[src/rtl/core/ihw_pkg.sv]
// Shared types and constants for the ISO base media box header walker.
// Used by ihw_step and iso_box_header_walker_core; no dependencies.
package ihw_pkg;

	localparam int unsigned PosW   = 64;
	localparam int unsigned WordW  = 32;
	localparam int unsigned HdrW   = 5;

	localparam logic [WordW-1:0] TypeUuid = 32'h7575_6964;
	localparam logic [WordW-1:0] TypeFree = 32'h6672_6565;
	localparam logic [WordW-1:0] TypeSkip = 32'h736B_6970;

	localparam logic [HdrW-1:0] HdrBase = 5'd8;
	localparam logic [HdrW-1:0] HdrExt  = 5'd16;
	localparam logic [HdrW-1:0] HdrUuid = 5'd24;

	typedef enum logic [2:0] {
		PH_HEADER  = 3'd0,
		PH_CONTENT = 3'd1,
		PH_DONE    = 3'd2
	} phase_t;

	typedef enum logic [2:0] {
		ST_OK         = 3'd0,
		ST_SHORT_HDR  = 3'd1,
		ST_SHORT_UUID = 3'd2,
		ST_SHORT_EXT  = 3'd3,
		ST_BAD_SIZE   = 3'd4,
		ST_BAD_EXT    = 3'd5,
		ST_TRIMMED    = 3'd6
	} status_t;

	// walk state; rem is the byte count left from box_start to the limit
	typedef struct packed {
		logic [PosW-1:0]  pos;
		logic [PosW-1:0]  box_start;
		logic [PosW-1:0]  rem;
		phase_t           phase;
		logic [HdrW-1:0]  header_count;
		logic [WordW-1:0] size_word;
		logic [WordW-1:0] type_word;
		logic [PosW-1:0]  ext_size;
		logic [PosW-1:0]  uuid_hi;
		logic [PosW-1:0]  uuid_lo;
		logic [PosW-1:0]  content_left;
	} ihw_state_t;

	typedef struct packed {
		logic             valid;
		logic [PosW-1:0]  box_offset;
		logic [WordW-1:0] box_type;
		logic [HdrW-1:0]  header_bytes;
		logic [PosW-1:0]  content_bytes;
		logic [PosW-1:0]  uuid_high;
		logic [PosW-1:0]  uuid_low;
		logic             is_free_space;
		status_t          status;
	} ihw_result_t;

endpackage

[src/rtl/core/ihw_step.sv]
// One byte of the box walk: next walk state and the optional box result.
// Combinational; depends on ihw_pkg.
module ihw_step (
	input  ihw_pkg::ihw_state_t  cur_state,
	input  logic [63:0]          stream_length,
	input  logic [7:0]           data_byte,
	input  logic                 stream_start,
	output ihw_pkg::ihw_state_t  nxt_state,
	output ihw_pkg::ihw_result_t result
);
	import ihw_pkg::*;

	ihw_state_t       cur;
	logic [WordW-1:0] sw;
	logic [WordW-1:0] tw;
	logic [PosW-1:0]  ex;
	logic [PosW-1:0]  u0;
	logic [PosW-1:0]  u1;
	logic [HdrW-1:0]  n1;
	logic             fin;
	logic             trunc;
	logic             with_uuid;
	logic [HdrW-1:0]  hdr;
	logic [PosW-1:0]  total;
	status_t          code;
	logic [PosW:0]    diff;
	logic             trim;
	logic [PosW-1:0]  content;

	always_comb begin
		// restart clears the walk before this byte is looked at
		if (stream_start) begin
			cur       = '0;
			cur.phase = PH_HEADER;
			cur.rem   = stream_length;
		end else begin
			cur = cur_state;
		end

		nxt_state = cur;
		if (cur.pos != {PosW{1'b1}}) begin
			nxt_state.pos = cur.pos + PosW'(1);
		end

		result    = '0;
		sw        = cur.size_word;
		tw        = cur.type_word;
		ex        = cur.ext_size;
		u0        = cur.uuid_hi;
		u1        = cur.uuid_lo;
		n1        = cur.header_count + HdrW'(1);
		fin       = 1'b0;
		trunc     = 1'b0;
		with_uuid = 1'b0;
		hdr       = HdrBase;
		total     = '0;
		code      = ST_OK;
		diff      = '0;
		trim      = 1'b0;
		content   = '0;

		if (cur.pos < stream_length) begin
			unique case (cur.phase)
				PH_CONTENT: begin
					if (cur.content_left != '0) begin
						nxt_state.content_left = cur.content_left - PosW'(1);
					end
					if (cur.content_left <= PosW'(1)) begin
						nxt_state.phase = (cur.rem != '0) ? PH_HEADER : PH_DONE;
					end
				end
				PH_HEADER: begin
					if (cur.header_count == '0 && cur.rem < PosW'(HdrBase)) begin
						// not even a basic header fits before the limit
						trunc = 1'b0;
						result.valid        = 1'b1;
						result.box_offset   = cur.box_start;
						result.box_type     = '0;
						result.header_bytes = cur.rem[HdrW-1:0];
						result.status       = ST_SHORT_HDR;
						nxt_state.phase     = PH_DONE;
					end else begin
						if (cur.header_count < HdrW'(4)) begin
							sw = {cur.size_word[WordW-9:0], data_byte};
						end else if (cur.header_count < HdrW'(8)) begin
							tw = {cur.type_word[WordW-9:0], data_byte};
						end else if (cur.header_count < HdrW'(16)) begin
							if (cur.size_word == WordW'(1)) begin
								ex = {cur.ext_size[PosW-9:0], data_byte};
							end else begin
								u0 = {cur.uuid_hi[PosW-9:0], data_byte};
							end
						end else begin
							u1 = {cur.uuid_lo[PosW-9:0], data_byte};
						end

						if (n1 == HdrBase) begin
							if (sw >= WordW'(8)) begin
								if (tw == TypeUuid) begin
									if (cur.rem < PosW'(HdrUuid)) begin
										trunc = 1'b1;
										code  = ST_SHORT_UUID;
									end else begin
										u0 = '0;
										u1 = '0;
									end
								end else begin
									fin   = 1'b1;
									total = PosW'(sw);
								end
							end else if (sw == '0) begin
								// runs to the limit
								fin   = 1'b1;
								total = cur.rem;
							end else if (sw != WordW'(1)) begin
								fin   = 1'b1;
								total = PosW'(HdrBase);
								code  = ST_BAD_SIZE;
							end else if (cur.rem < PosW'(HdrExt)) begin
								trunc = 1'b1;
								code  = ST_SHORT_EXT;
							end else begin
								ex = '0;
							end
						end else if (n1 == HdrExt && sw == WordW'(1)) begin
							fin = 1'b1;
							hdr = HdrExt;
							if (ex < PosW'(HdrExt)) begin
								total = PosW'(HdrExt);
								code  = ST_BAD_EXT;
							end else begin
								total = ex;
							end
						end else if (n1 >= HdrUuid) begin
							fin       = 1'b1;
							hdr       = HdrUuid;
							with_uuid = 1'b1;
							if (sw < WordW'(HdrUuid)) begin
								total = PosW'(HdrUuid);
								code  = ST_BAD_SIZE;
							end else begin
								total = PosW'(sw);
							end
						end

						nxt_state.size_word    = sw;
						nxt_state.type_word    = tw;
						nxt_state.ext_size     = ex;
						nxt_state.uuid_hi      = u0;
						nxt_state.uuid_lo      = u1;
						nxt_state.header_count = n1;

						// trimming: borrow of rem - total says the box overruns
						diff    = {1'b0, cur.rem} - {1'b0, total};
						trim    = diff[PosW];
						content = trim ? (cur.rem - PosW'(hdr)) : (total - PosW'(hdr));

						if (trunc) begin
							result.valid        = 1'b1;
							result.box_offset   = cur.box_start;
							result.box_type     = tw;
							result.header_bytes = cur.rem[HdrW-1:0];
							result.status       = code;
							nxt_state.phase     = PH_DONE;
						end else if (fin) begin
							result.valid         = 1'b1;
							result.box_offset    = cur.box_start;
							result.box_type      = tw;
							result.header_bytes  = hdr;
							result.content_bytes = content;
							result.uuid_high     = with_uuid ? u0 : '0;
							result.uuid_low      = with_uuid ? u1 : '0;
							result.status        = trim ? ST_TRIMMED : code;
							nxt_state.header_count = '0;
							nxt_state.content_left = content;
							nxt_state.rem          = trim ? '0 : diff[PosW-1:0];
							nxt_state.box_start    = trim ? stream_length
							                               : cur.box_start + total;
							if (content != '0) begin
								nxt_state.phase = PH_CONTENT;
							end else if (!trim && diff[PosW-1:0] != '0) begin
								nxt_state.phase = PH_HEADER;
							end else begin
								nxt_state.phase = PH_DONE;
							end
						end
					end
				end
				default: ;
			endcase
		end

		result.is_free_space = (result.box_type == TypeFree) || (result.box_type == TypeSkip);
	end

endmodule

[src/rtl/core/iso_box_header_walker_core.sv]
// Top level of the ISO base media box header walker.
// Depends on ihw_pkg and ihw_step.
// A byte is held in the input register; its result is then held in the result register.
// Throughput: one byte per cycle while no result stalls; the walk step is combinational.
// in_stall rises only while a byte waits in the input register behind a stalled result.
// Reset (arst_n low) clears the walk, the limit and both valid flags at once; no clearing pass.
module iso_box_header_walker_core (
	input  logic        clk,
	input  logic        arst_n,
	// configuration: stream length, the walk limit
	input  logic        cfg_write_en,
	input  logic [63:0] cfg_write_data,
	// byte channel
	input  logic        in_valid,
	output logic        in_stall,
	input  logic [7:0]  data_byte,
	input  logic        stream_start,
	// box result channel
	output logic        out_valid,
	input  logic        out_stall,
	output logic [63:0] box_offset,
	output logic [31:0] box_type,
	output logic [4:0]  header_bytes,
	output logic [63:0] content_bytes,
	output logic [63:0] uuid_high,
	output logic [63:0] uuid_low,
	output logic        is_free_space,
	output logic [2:0]  status
);
	import ihw_pkg::*;

	// limit and walk state
	logic [PosW-1:0] stream_length_q;
	ihw_state_t      walk_q;

	// input register
	logic            item_valid_s1;
	logic [7:0]      data_byte_s1;
	logic            stream_start_s1;

	// result register
	logic            out_valid_q;
	ihw_result_t     res_q;

	ihw_state_t      walk_nxt;
	ihw_result_t     res_nxt;
	logic            in_take;
	logic            advance;
	logic            out_take;
	logic [PosW-1:0] cfg_rem;

	// the held byte may only move on once the result register can take its result
	assign out_take = out_valid_q && !out_stall;
	assign advance  = item_valid_s1 && !(out_valid_q && out_stall);
	assign in_stall = item_valid_s1 && out_valid_q && out_stall;
	assign in_take  = in_valid && !in_stall;

	// bytes left when the limit is rewritten: zero once the box start reaches or lies beyond it
	assign cfg_rem = (cfg_write_data > walk_q.box_start) ? cfg_write_data - walk_q.box_start
	                                                     : '0;

	ihw_step u_step (
		.cur_state     (walk_q),
		.stream_length (stream_length_q),
		.data_byte     (data_byte_s1),
		.stream_start  (stream_start_s1),
		.nxt_state     (walk_nxt),
		.result        (res_nxt)
	);

	// input register
	always_ff @(posedge clk or negedge arst_n) begin
		if (!arst_n) begin
			item_valid_s1 <= 1'b0;
		end else if (in_take) begin
			item_valid_s1 <= 1'b1;
		end else if (advance) begin
			item_valid_s1 <= 1'b0;
		end
	end

	always_ff @(posedge clk) begin
		if (in_take) begin
			data_byte_s1    <= data_byte;
			stream_start_s1 <= stream_start;
		end
	end

	// limit and walk state; configuration only arrives while no byte is in flight, which the user
	// must keep to: the block does not enforce it (all-zero walk state is the header phase at offset zero)
	always_ff @(posedge clk or negedge arst_n) begin
		if (!arst_n) begin
			stream_length_q <= '0;
			walk_q          <= '0;
		end else begin
			if (cfg_write_en) begin
				stream_length_q <= cfg_write_data;
			end
			if (advance) begin
				walk_q <= walk_nxt;
			end else if (cfg_write_en) begin
				walk_q.rem <= cfg_rem;
			end
		end
	end

	// result register
	always_ff @(posedge clk or negedge arst_n) begin
		if (!arst_n) begin
			out_valid_q <= 1'b0;
		end else if (advance && res_nxt.valid) begin
			out_valid_q <= 1'b1;
		end else if (out_take) begin
			out_valid_q <= 1'b0;
		end
	end

	always_ff @(posedge clk) begin
		if (advance && res_nxt.valid) begin
			res_q <= res_nxt;
		end
	end

	assign out_valid     = out_valid_q;
	assign box_offset    = res_q.box_offset;
	assign box_type      = res_q.box_type;
	assign header_bytes  = res_q.header_bytes;
	assign content_bytes = res_q.content_bytes;
	assign uuid_high     = res_q.uuid_high;
	assign uuid_low      = res_q.uuid_low;
	assign is_free_space = res_q.is_free_space;
	assign status        = res_q.status;

	// a truncated header ends the walk until the next restart
	a_trunc_stops: assert property (@(posedge clk) disable iff (!arst_n)
		(advance && res_nxt.valid && (res_nxt.status == ST_SHORT_HDR ||
		 res_nxt.status == ST_SHORT_UUID || res_nxt.status == ST_SHORT_EXT))
		|=> walk_q.phase == PH_DONE)
		else $error("walk did not stop after a truncated header");

	// content phase always has bytes left to skip
	a_content_left: assert property (@(posedge clk) disable iff (!arst_n)
		walk_q.phase == PH_CONTENT |-> walk_q.content_left != '0)
		else $error("content phase with nothing left");

	// a clean box has one of the three header lengths
	a_ok_header: assert property (@(posedge clk) disable iff (!arst_n)
		(out_valid_q && res_q.status == ST_OK) |->
		(res_q.header_bytes == HdrBase || res_q.header_bytes == HdrExt ||
		 res_q.header_bytes == HdrUuid))
		else $error("clean box with odd header length");

	// header collection never runs past the longest header
	a_hdr_count: assert property (@(posedge clk) disable iff (!arst_n)
		walk_q.header_count <= HdrUuid)
		else $error("header count overran");

	// back-pressure on the byte side comes only from a stalled result
	a_stall_src: assert property (@(posedge clk) disable iff (!arst_n)
		in_stall |-> (out_valid_q && item_valid_s1))
		else $error("byte side stalled without a held result");

endmodule
[config.mk]
export PLATFORM = sky130hd
export DESIGN_NAME = iso_box_header_walker_core
export DESIGN_NICKNAME = d
export VERILOG_FILES = /design/src/rtl/core/ihw_pkg.sv /design/src/rtl/core/ihw_step.sv /design/src/rtl/core/iso_box_header_walker_core.sv
export SDC_FILE = /design/constraint.sdc
export NUM_CORES = 2
export LEC_CHECK = 0
export BUFFER_PORTS_ARGS = -buffer_cell sky130_fd_sc_hd__buf_2
export CAP_MARGIN = 5
export CELL_PAD_IN_SITES_DETAIL_PLACEMENT = 0
export CELL_PAD_IN_SITES_GLOBAL_PLACEMENT = 1
export CORE_UTILIZATION = 44
export CTS_BUF_LIST = sky130_fd_sc_hd__clkbuf_2 sky130_fd_sc_hd__clkbuf_4 sky130_fd_sc_hd__clkbuf_8
export DETAILED_ROUTE_END_ITERATION = 6
export HOLD_SLACK_MARGIN = 0.1
export PLACE_DENSITY = 0.79
export SLEW_MARGIN = 30
export SYNTH_ARGS = -nofsm -noshare
export SYNTH_HDL_FRONTEND = slang
export SYNTH_SLANG_ARGS = --single-unit
export TNS_END_PERCENT = 50
[constraint.sdc]
create_clock -name clk -period 19.9 [get_ports clk]
set_input_delay 3.98 -clock clk [delete_from_list [all_inputs] [get_ports clk]]
set_output_delay 3.98 -clock clk [all_outputs]
set_load 0.02 [all_outputs]
# == After elaboration in Yosys (flattened, before gate mapping) ==
# Cells that the tools add are included.
# op_classes
eq_ne,10
bitwise,4
n_reduce_logical,29
n_mux,140
n_addsub,8
n_lt_le_gt_ge,13
# ops
cell,n
$mux 64,54
$mux 294,3
$mux 520,1
$mux 456,1
$mux 128,3
$mux 192,2
$mux 32,11
$mux 325,1
$mux 261,1
$reduce_bool 64->1,4
$mux 102,2
$lt 64x5->1 const B,3
$mux 136,1
$pmux 64 s2,1
$sub 64x5->64,2
$eq 32x31->1 const B,3
$sub 64x64->65,1
$add 64x1->64 const B,1
$add 64x64->64,1
$eq 32x1->1 const B,2
$gt 64x64->1,1
$le 64x1->1 const B,1
$lt 64x4->1 const B,1
$lt 64x64->1,1
32 further kinds,102
# totals
elab_cells,229
reg_bits,892

# == Depth between registers and ports, before layout ==
# depth
depth_word,27
depth_mapped,63
mapped_depth_nobuf,40

# == Modules after synthesis ==
# Synthesis repeated with hierarchy kept, for this count alone.
# unflattened
cells_unflattened,7475
hier_area_um2,65686.7
# by_module_without_submodules
module,instances,area_per_inst_um2,cells_each
iso_box_header_walker_core,1,35128.7,2330
ihw_step,1,30558.1,5145

# == Worst setup path after synthesis ==
# No wires, ideal clock.
# synth_path
kind,reg-to-reg
start,register stream_start_s1
end,"register res_q, in the netlist box_offset[0] (enable)"
path_buffers,18
path_stages_with_launch,37
path_slack_ps,-1366
period_less_slack_ps,21266
required_ps,18937
t_arrival_ps,20303
cell_sequence,edfxtp_1 -> buf_2 -> buf_4 -> buf_2 -> buf_4 -> buf_2 -> buf_2 -> buf_2 -> buf_2 -> buf_2 -> buf_1 -> clkbuf_1 -> clkbuf_1 -> clkbuf_1 -> clkbuf_1 -> clkbuf_1 -> clkbuf_1 -> nor2b_1 -> ha_1 -> a21o_1 -> a21o_1 -> a21o_1 -> a21o_1 -> a21o_1 -> a21o_1 -> a21o_1 -> a221o_1 -> a21o_1 -> a21oi_1 -> nor4bb_1 -> nor3_1 -> or2_2 -> clkbuf_1 -> nor2_1 -> o31ai_1 -> clkbuf_1 -> nor2_1
# synth_between
elab_chain_len,20
word_cells_on_any_way,55
# synth_rtl
element,line,source
"start, declared",iso_box_header_walker_core.sv:39,logic stream_start_s1;
"start signal, assigned",iso_box_header_walker_core.sv:85,stream_start_s1 <= stream_start;
$mux 520 (*),ihw_step.sv:32,if (stream_start) begin
branches (longest 17 deep; another with $ge 32x4->1),n/a,
$mux 294 (*),ihw_step.sv:62,if (cur.pos < stream_length) begin
$logic_and 1x1->1 (*),iso_box_header_walker_core.sv:119,if (advance && res_nxt.valid) begin
"end signal, assigned",iso_box_header_walker_core.sv:120,res_q <= res_nxt;
"end, declared",iso_box_header_walker_core.sv:43,ihw_result_t res_q;
# Mark *: on every way between the ends. The select of a mux whose other input is x is not followed.
# A chain may end at the register's enable or synchronous reset.

# == Worst setup path in the final report ==
# layout_path
start,register stream_start_s1
end,register walk_q[325] (netlist bit)
# layout_between
elab_chain_len,25
word_cells_on_any_way,92
# layout_rtl
element,line,source
$mux 520 (*),ihw_step.sv:32,
$eq 32x1->1,ihw_step.sv:88,if (cur.size_word == WordW'(1)) begin
$mux 64,ihw_step.sv:88,
$mux 64,ihw_step.sv:87,end else if (cur.header_count < HdrW'(16)) begin
$mux 64,ihw_step.sv:85,end else if (cur.header_count < HdrW'(8)) begin
$mux 64,ihw_step.sv:83,if (cur.header_count < HdrW'(4)) begin
$mux 64,ihw_step.sv:73,if (cur.header_count == '0 && cur.rem < PosW'(HdrBase)) begin
$mux 64,ihw_step.sv:63,unique case (cur.phase)
[... 9 more ...],n/a,
$mux 64,ihw_step.sv:156,content = trim ? (cur.rem - PosW'(hdr)) : (total - PosW'(hdr));
$reduce_bool 64->1,ihw_step.sv:179,if (content != '0) begin
$mux 2,ihw_step.sv:179,
$mux 136,ihw_step.sv:165,end else if (fin) begin
$mux 3,ihw_step.sv:158,if (trunc) begin
$mux 3,ihw_step.sv:73,
$pmux 3 s2,ihw_step.sv:63,
$mux 456 (*),ihw_step.sv:62,
"end signal, assigned",iso_box_header_walker_core.sv:100,walk_q <= walk_nxt;
"end, declared",iso_box_header_walker_core.sv:34,ihw_state_t walk_q;
# Mark *: on every way between the ends. The rest lies on a longest branch, timed or not. The select of a mux whose other input is x is not followed.

==> summary.md <==
| Metric | Value |
|---|---|
| Number of global-route vias before repair | `54900` |
| Final Core Density | `0.496` |
| Inst Count DP | `8968` |
| Status | `complete, no violations` |
| Crit-path slowest cell | `o221ai_1` |
| Layout area overhead | `12.1%` |
| Largest family of logic cells by synthesized area | `compound AO/OA/AOI/OAI gates` |
| Core area | `137000 um^2` |
| Ys async rst share | `0.657` |
| Post-Place Cell Area | `64600 um^2` |
| Avg Vias per Cell | `6.28` |
| Total GRT Usage | `0.345` |
| Final setup fails | `0` |
| Sum Neg Setup Slack | `0 ns` |
| DRT iter0 DRCs | `7084` |
| Die area | `140000 um^2` |
| Post-Synth Simple-Gate Area | `0.208` |
| R2r setup slk | `7.70 ns` |
| Clock Sinks | `892` |
| Largest net degree at the start of global routing | `156` |
| Synth Area in XOR/XNOR | `0.0462` |
| Setup bufs post-CTS | `0` |
| Die X | `374 um` |
| Post-Syn Area per Cell | `8.56 um^2` |
| Max frequency | `0.0820 GHz` |
| Slew Limit Fails | `0` |
| Critical Path AT | `13.03 ns` |
| Sw Ratio | `0.363` |
| Grt ovf | `0` |
| DRT antenna net count | `0` |
| CTS HTree Levels | `4` |
| I/O Buffers | `376` |
| Final nets | `7677` |
| Yosys reg bits | `892` |
| EDFF count, synth | `306` |
| Area share of fa/ha/maj cells after synthesis | `0.0551` |
| Flop pwr share | `0.375` |
| Clock Path Buffers | `3` |
| Leak pwr | `27.7 nW` |
| Synth Flop Type | `dfrtp_1` |
| Initial core utilization | `0.443` |
| Crit path launch type | `register` |
| Sequential area share after synthesis | `0.392` |
| Initial antenna violation count | `12` |
| Cells after Synth | `7108` |
| Clock latency on the worst-skew pair | `0.94 ns` |
| Post-CTS Resized | `0` |
| Area contributors post-synth | `dfrtp_1, edfxtp_1, ha_1, nand2_1, a21oi_1` |
| First-pass GRT wire length | `366000 um` |
| Pwr dens | `79.2 nW/um^2` |
| Final worst slack | `7.70 ns` |
| Final std cells w/o fill | `9270` |
| Worst EP required | `20.74 ns` |
| Clk slew on worst S/H paths | `0.07 ns` |
| Number of remaining DRC errors | `0` |
| Path type of the worst setup path | `reg2reg` |
| Share of the synthesized area in the top cell type | `0.241` |
| CTS tree | `yes` |
| Final Skew | `0.0487 ns` |
| Routed wire per std cell | `26.6 um` |
| Chip height | `374 um` |
| Pre-CTS WS | `7.91 ns` |
| IO Count | `377` |
| Via count | `58200` |
| Worst min path class | `reg2reg` |
| Logic pwr share | `0.272` |
| Routed WL | `247000 um` |
| Mapped Area | `60800 um^2` |
| Total of max-cap violations | `0` |
| Most frequent CP cell | `nand4_1` |
| Clock power frac | `0.353` |
| YS warnings | `0` |
| Switch Pwr | `0.00196 W` |
| Num rows | `136` |
| Relative slew slack | `0.206` |
| Initial DRT Pass Iterations | `6` |
| Inserted Clock Buffers | `158` |
| Syn nets | `7450` |
| Final instance area | `68100 um^2` |
| Hpwl dp | `183000 um` |
| Cell accounting for the most synthesized area | `dfrtp_1` |
| RePlAce Congestion | `1.03` |
| Slew at the pin closest to its max-slew limit | `1.18 ns` |
| Compound-Gate Fraction of Synth Area | `0.218` |
| Crit share post-route | `0.613` |
| Worst Path Max Fanout | `58` |
| Worst setup EP type | `register` |
| Ratio of cells with drive above 1 in the final layout | `0.125` |
| RSZ-0062 raised after global routing | `false` |
| Root Buffer | `clkbuf_8` |
| Mux cell area share after synthesis | `0.0302` |
| Internal power | `0.00344 W` |
| Distinct cell type count after synthesis | `107` |
| Critical Path Max Stage Delay | `0.72 ns` |
| Peak VDD IR | `0.0591 mV` |
| Tmin final | `12.20 ns` |
| Final hold vios | `0` |
| Hold buffers post-CTS | `0` |
[power by group through the flow]
| stage | sequential, W | clock [W] | combinational, W |
|---|---|---|---|
| floorplan | 0.00202 | 0 | 0.000876 |
| global placement | 0.00205 | 0 | 0.00141 |
| detailed placement | 0.00206 | 0 | 0.00141 |
| CTS | 0.00202 | 0.00194 | 0.00142 |
| global route | 0.00203 | 0.00202 | 0.00154 |
| finish | 0.00203 | 0.00191 | 0.00147 |
[placed cells by master, fill, tap and decap left out, types with 183 or more instances in the layout]
cell type  instances
xnor2_1          211
o21ai_0          506
a21oi_1          570
a22o_1           183
dfrtp_1          585
nand2_1          774
inv_1            320
nor3_1           264
edfxtp_1         306
buf_2            374
nor2_1           622
ha_1             260
[worst paths after layout]
| kind | start | end | cells past startpoint |
|---|---|---|---|
| max | stream_start_s1$_DFFE_PP_ | walk_q[325]$_DFFE_PN0P_ | 35 |
| min | walk_q[191]$_DFFE_PN0P_ | walk_q[191]$_DFFE_PN0P_ | 2 |
| max reg2reg | stream_start_s1$_DFFE_PP_ | walk_q[325]$_DFFE_PN0P_ | 35 |
| min reg2reg | walk_q[191]$_DFFE_PN0P_ | walk_q[191]$_DFFE_PN0P_ | 2 |
| max in group asynchronous | arst_n | walk_q[85]$_DFFE_PN0P_ | 5 |
| min in group asynchronous | arst_n | walk_q[518]$_DFFE_PN0P_ | 1 |
[routing by layer]
layer	track usage	share of wire
met3	0.0653	0.082
met5	0	0.00032
met2	0.520	0.44
met4	0.157	0.049
met1	0.479	0.43
[sequential cells by signal, summed over array words and instances (netlist names)]
name	count
walk_q	520
box_offset	64
content_bytes	64
stream_length_q	64
uuid_high	64
uuid_low	64
box_type	32
data_byte_s1	8
header_bytes	5
status	3
is_free_space	1
item_valid_s1	1
out_valid	1
stream_start_s1	1
[cell usage after synthesis, types with 23 or more instances]
cell type,n
nand2_1,781
nor2_1,630
dfrtp_1,586
a21oi_1,573
o21ai_0,510
clkbuf_1,365
inv_1,321
edfxtp_1,306
nor3_1,267
ha_1,260
xnor2_1,212
a22o_1,183
nand3_1,175
mux2i_1,156
a21o_1,146
nor2b_1,127
and3_1,118
xor2_1,109
nand4_1,108
o31ai_1,103
a31oi_1,87
nor3b_1,82
nor4_1,60
a22oi_1,57
and2_1,52
nand2b_1,50
o22ai_1,45
buf_1,40
o21a_1,38
buf_2,37
a211oi_1,36
a221oi_1,34
o21bai_1,33
or3_1,30
mux2_2,23
[stage by stage]
step | hold slack, ns | power (W)
after global routing | 0.501 | 0.00559
after floorplan | 0.440 | 0.00290
after CTS | 0.476 | 0.00538
after global placement | 0.452 | 0.00346
final | 0.471 | 0.00540
after detailed placement | 0.460 | 0.00347
[cell families after synthesis]
family          Yosys count
simple gates           2600
xor+xnor                321
compound gates         2072
flops                   892
mux                     180
buf+inv                 777
fa+ha+maj               266
[critical path: cells and delay by family (launching register included)]
kind                     cells  cell delay, ns
buffers and inverters        3            1.40
multiplexers                 1            0.50
AO/OA/AOI/OAI               15            4.66
flip-flops                   1            0.42
AND/OR/NAND/NOR             12            3.76
adder cells (fa/ha/maj)      3            1.14
XOR/XNOR                     1            0.16
[area by class of cell]
class	instances	area, um^2
fill	13300	69200
multi-input combinational	5439	34300
sequential	892	23900
timing repair buffer	521	3090
clock buffer	220	2700
tap	1794	2240
inverter	323	1220
clock inverter	74	764
antenna	7	17.5
Power figures use the tool's default switching activity.
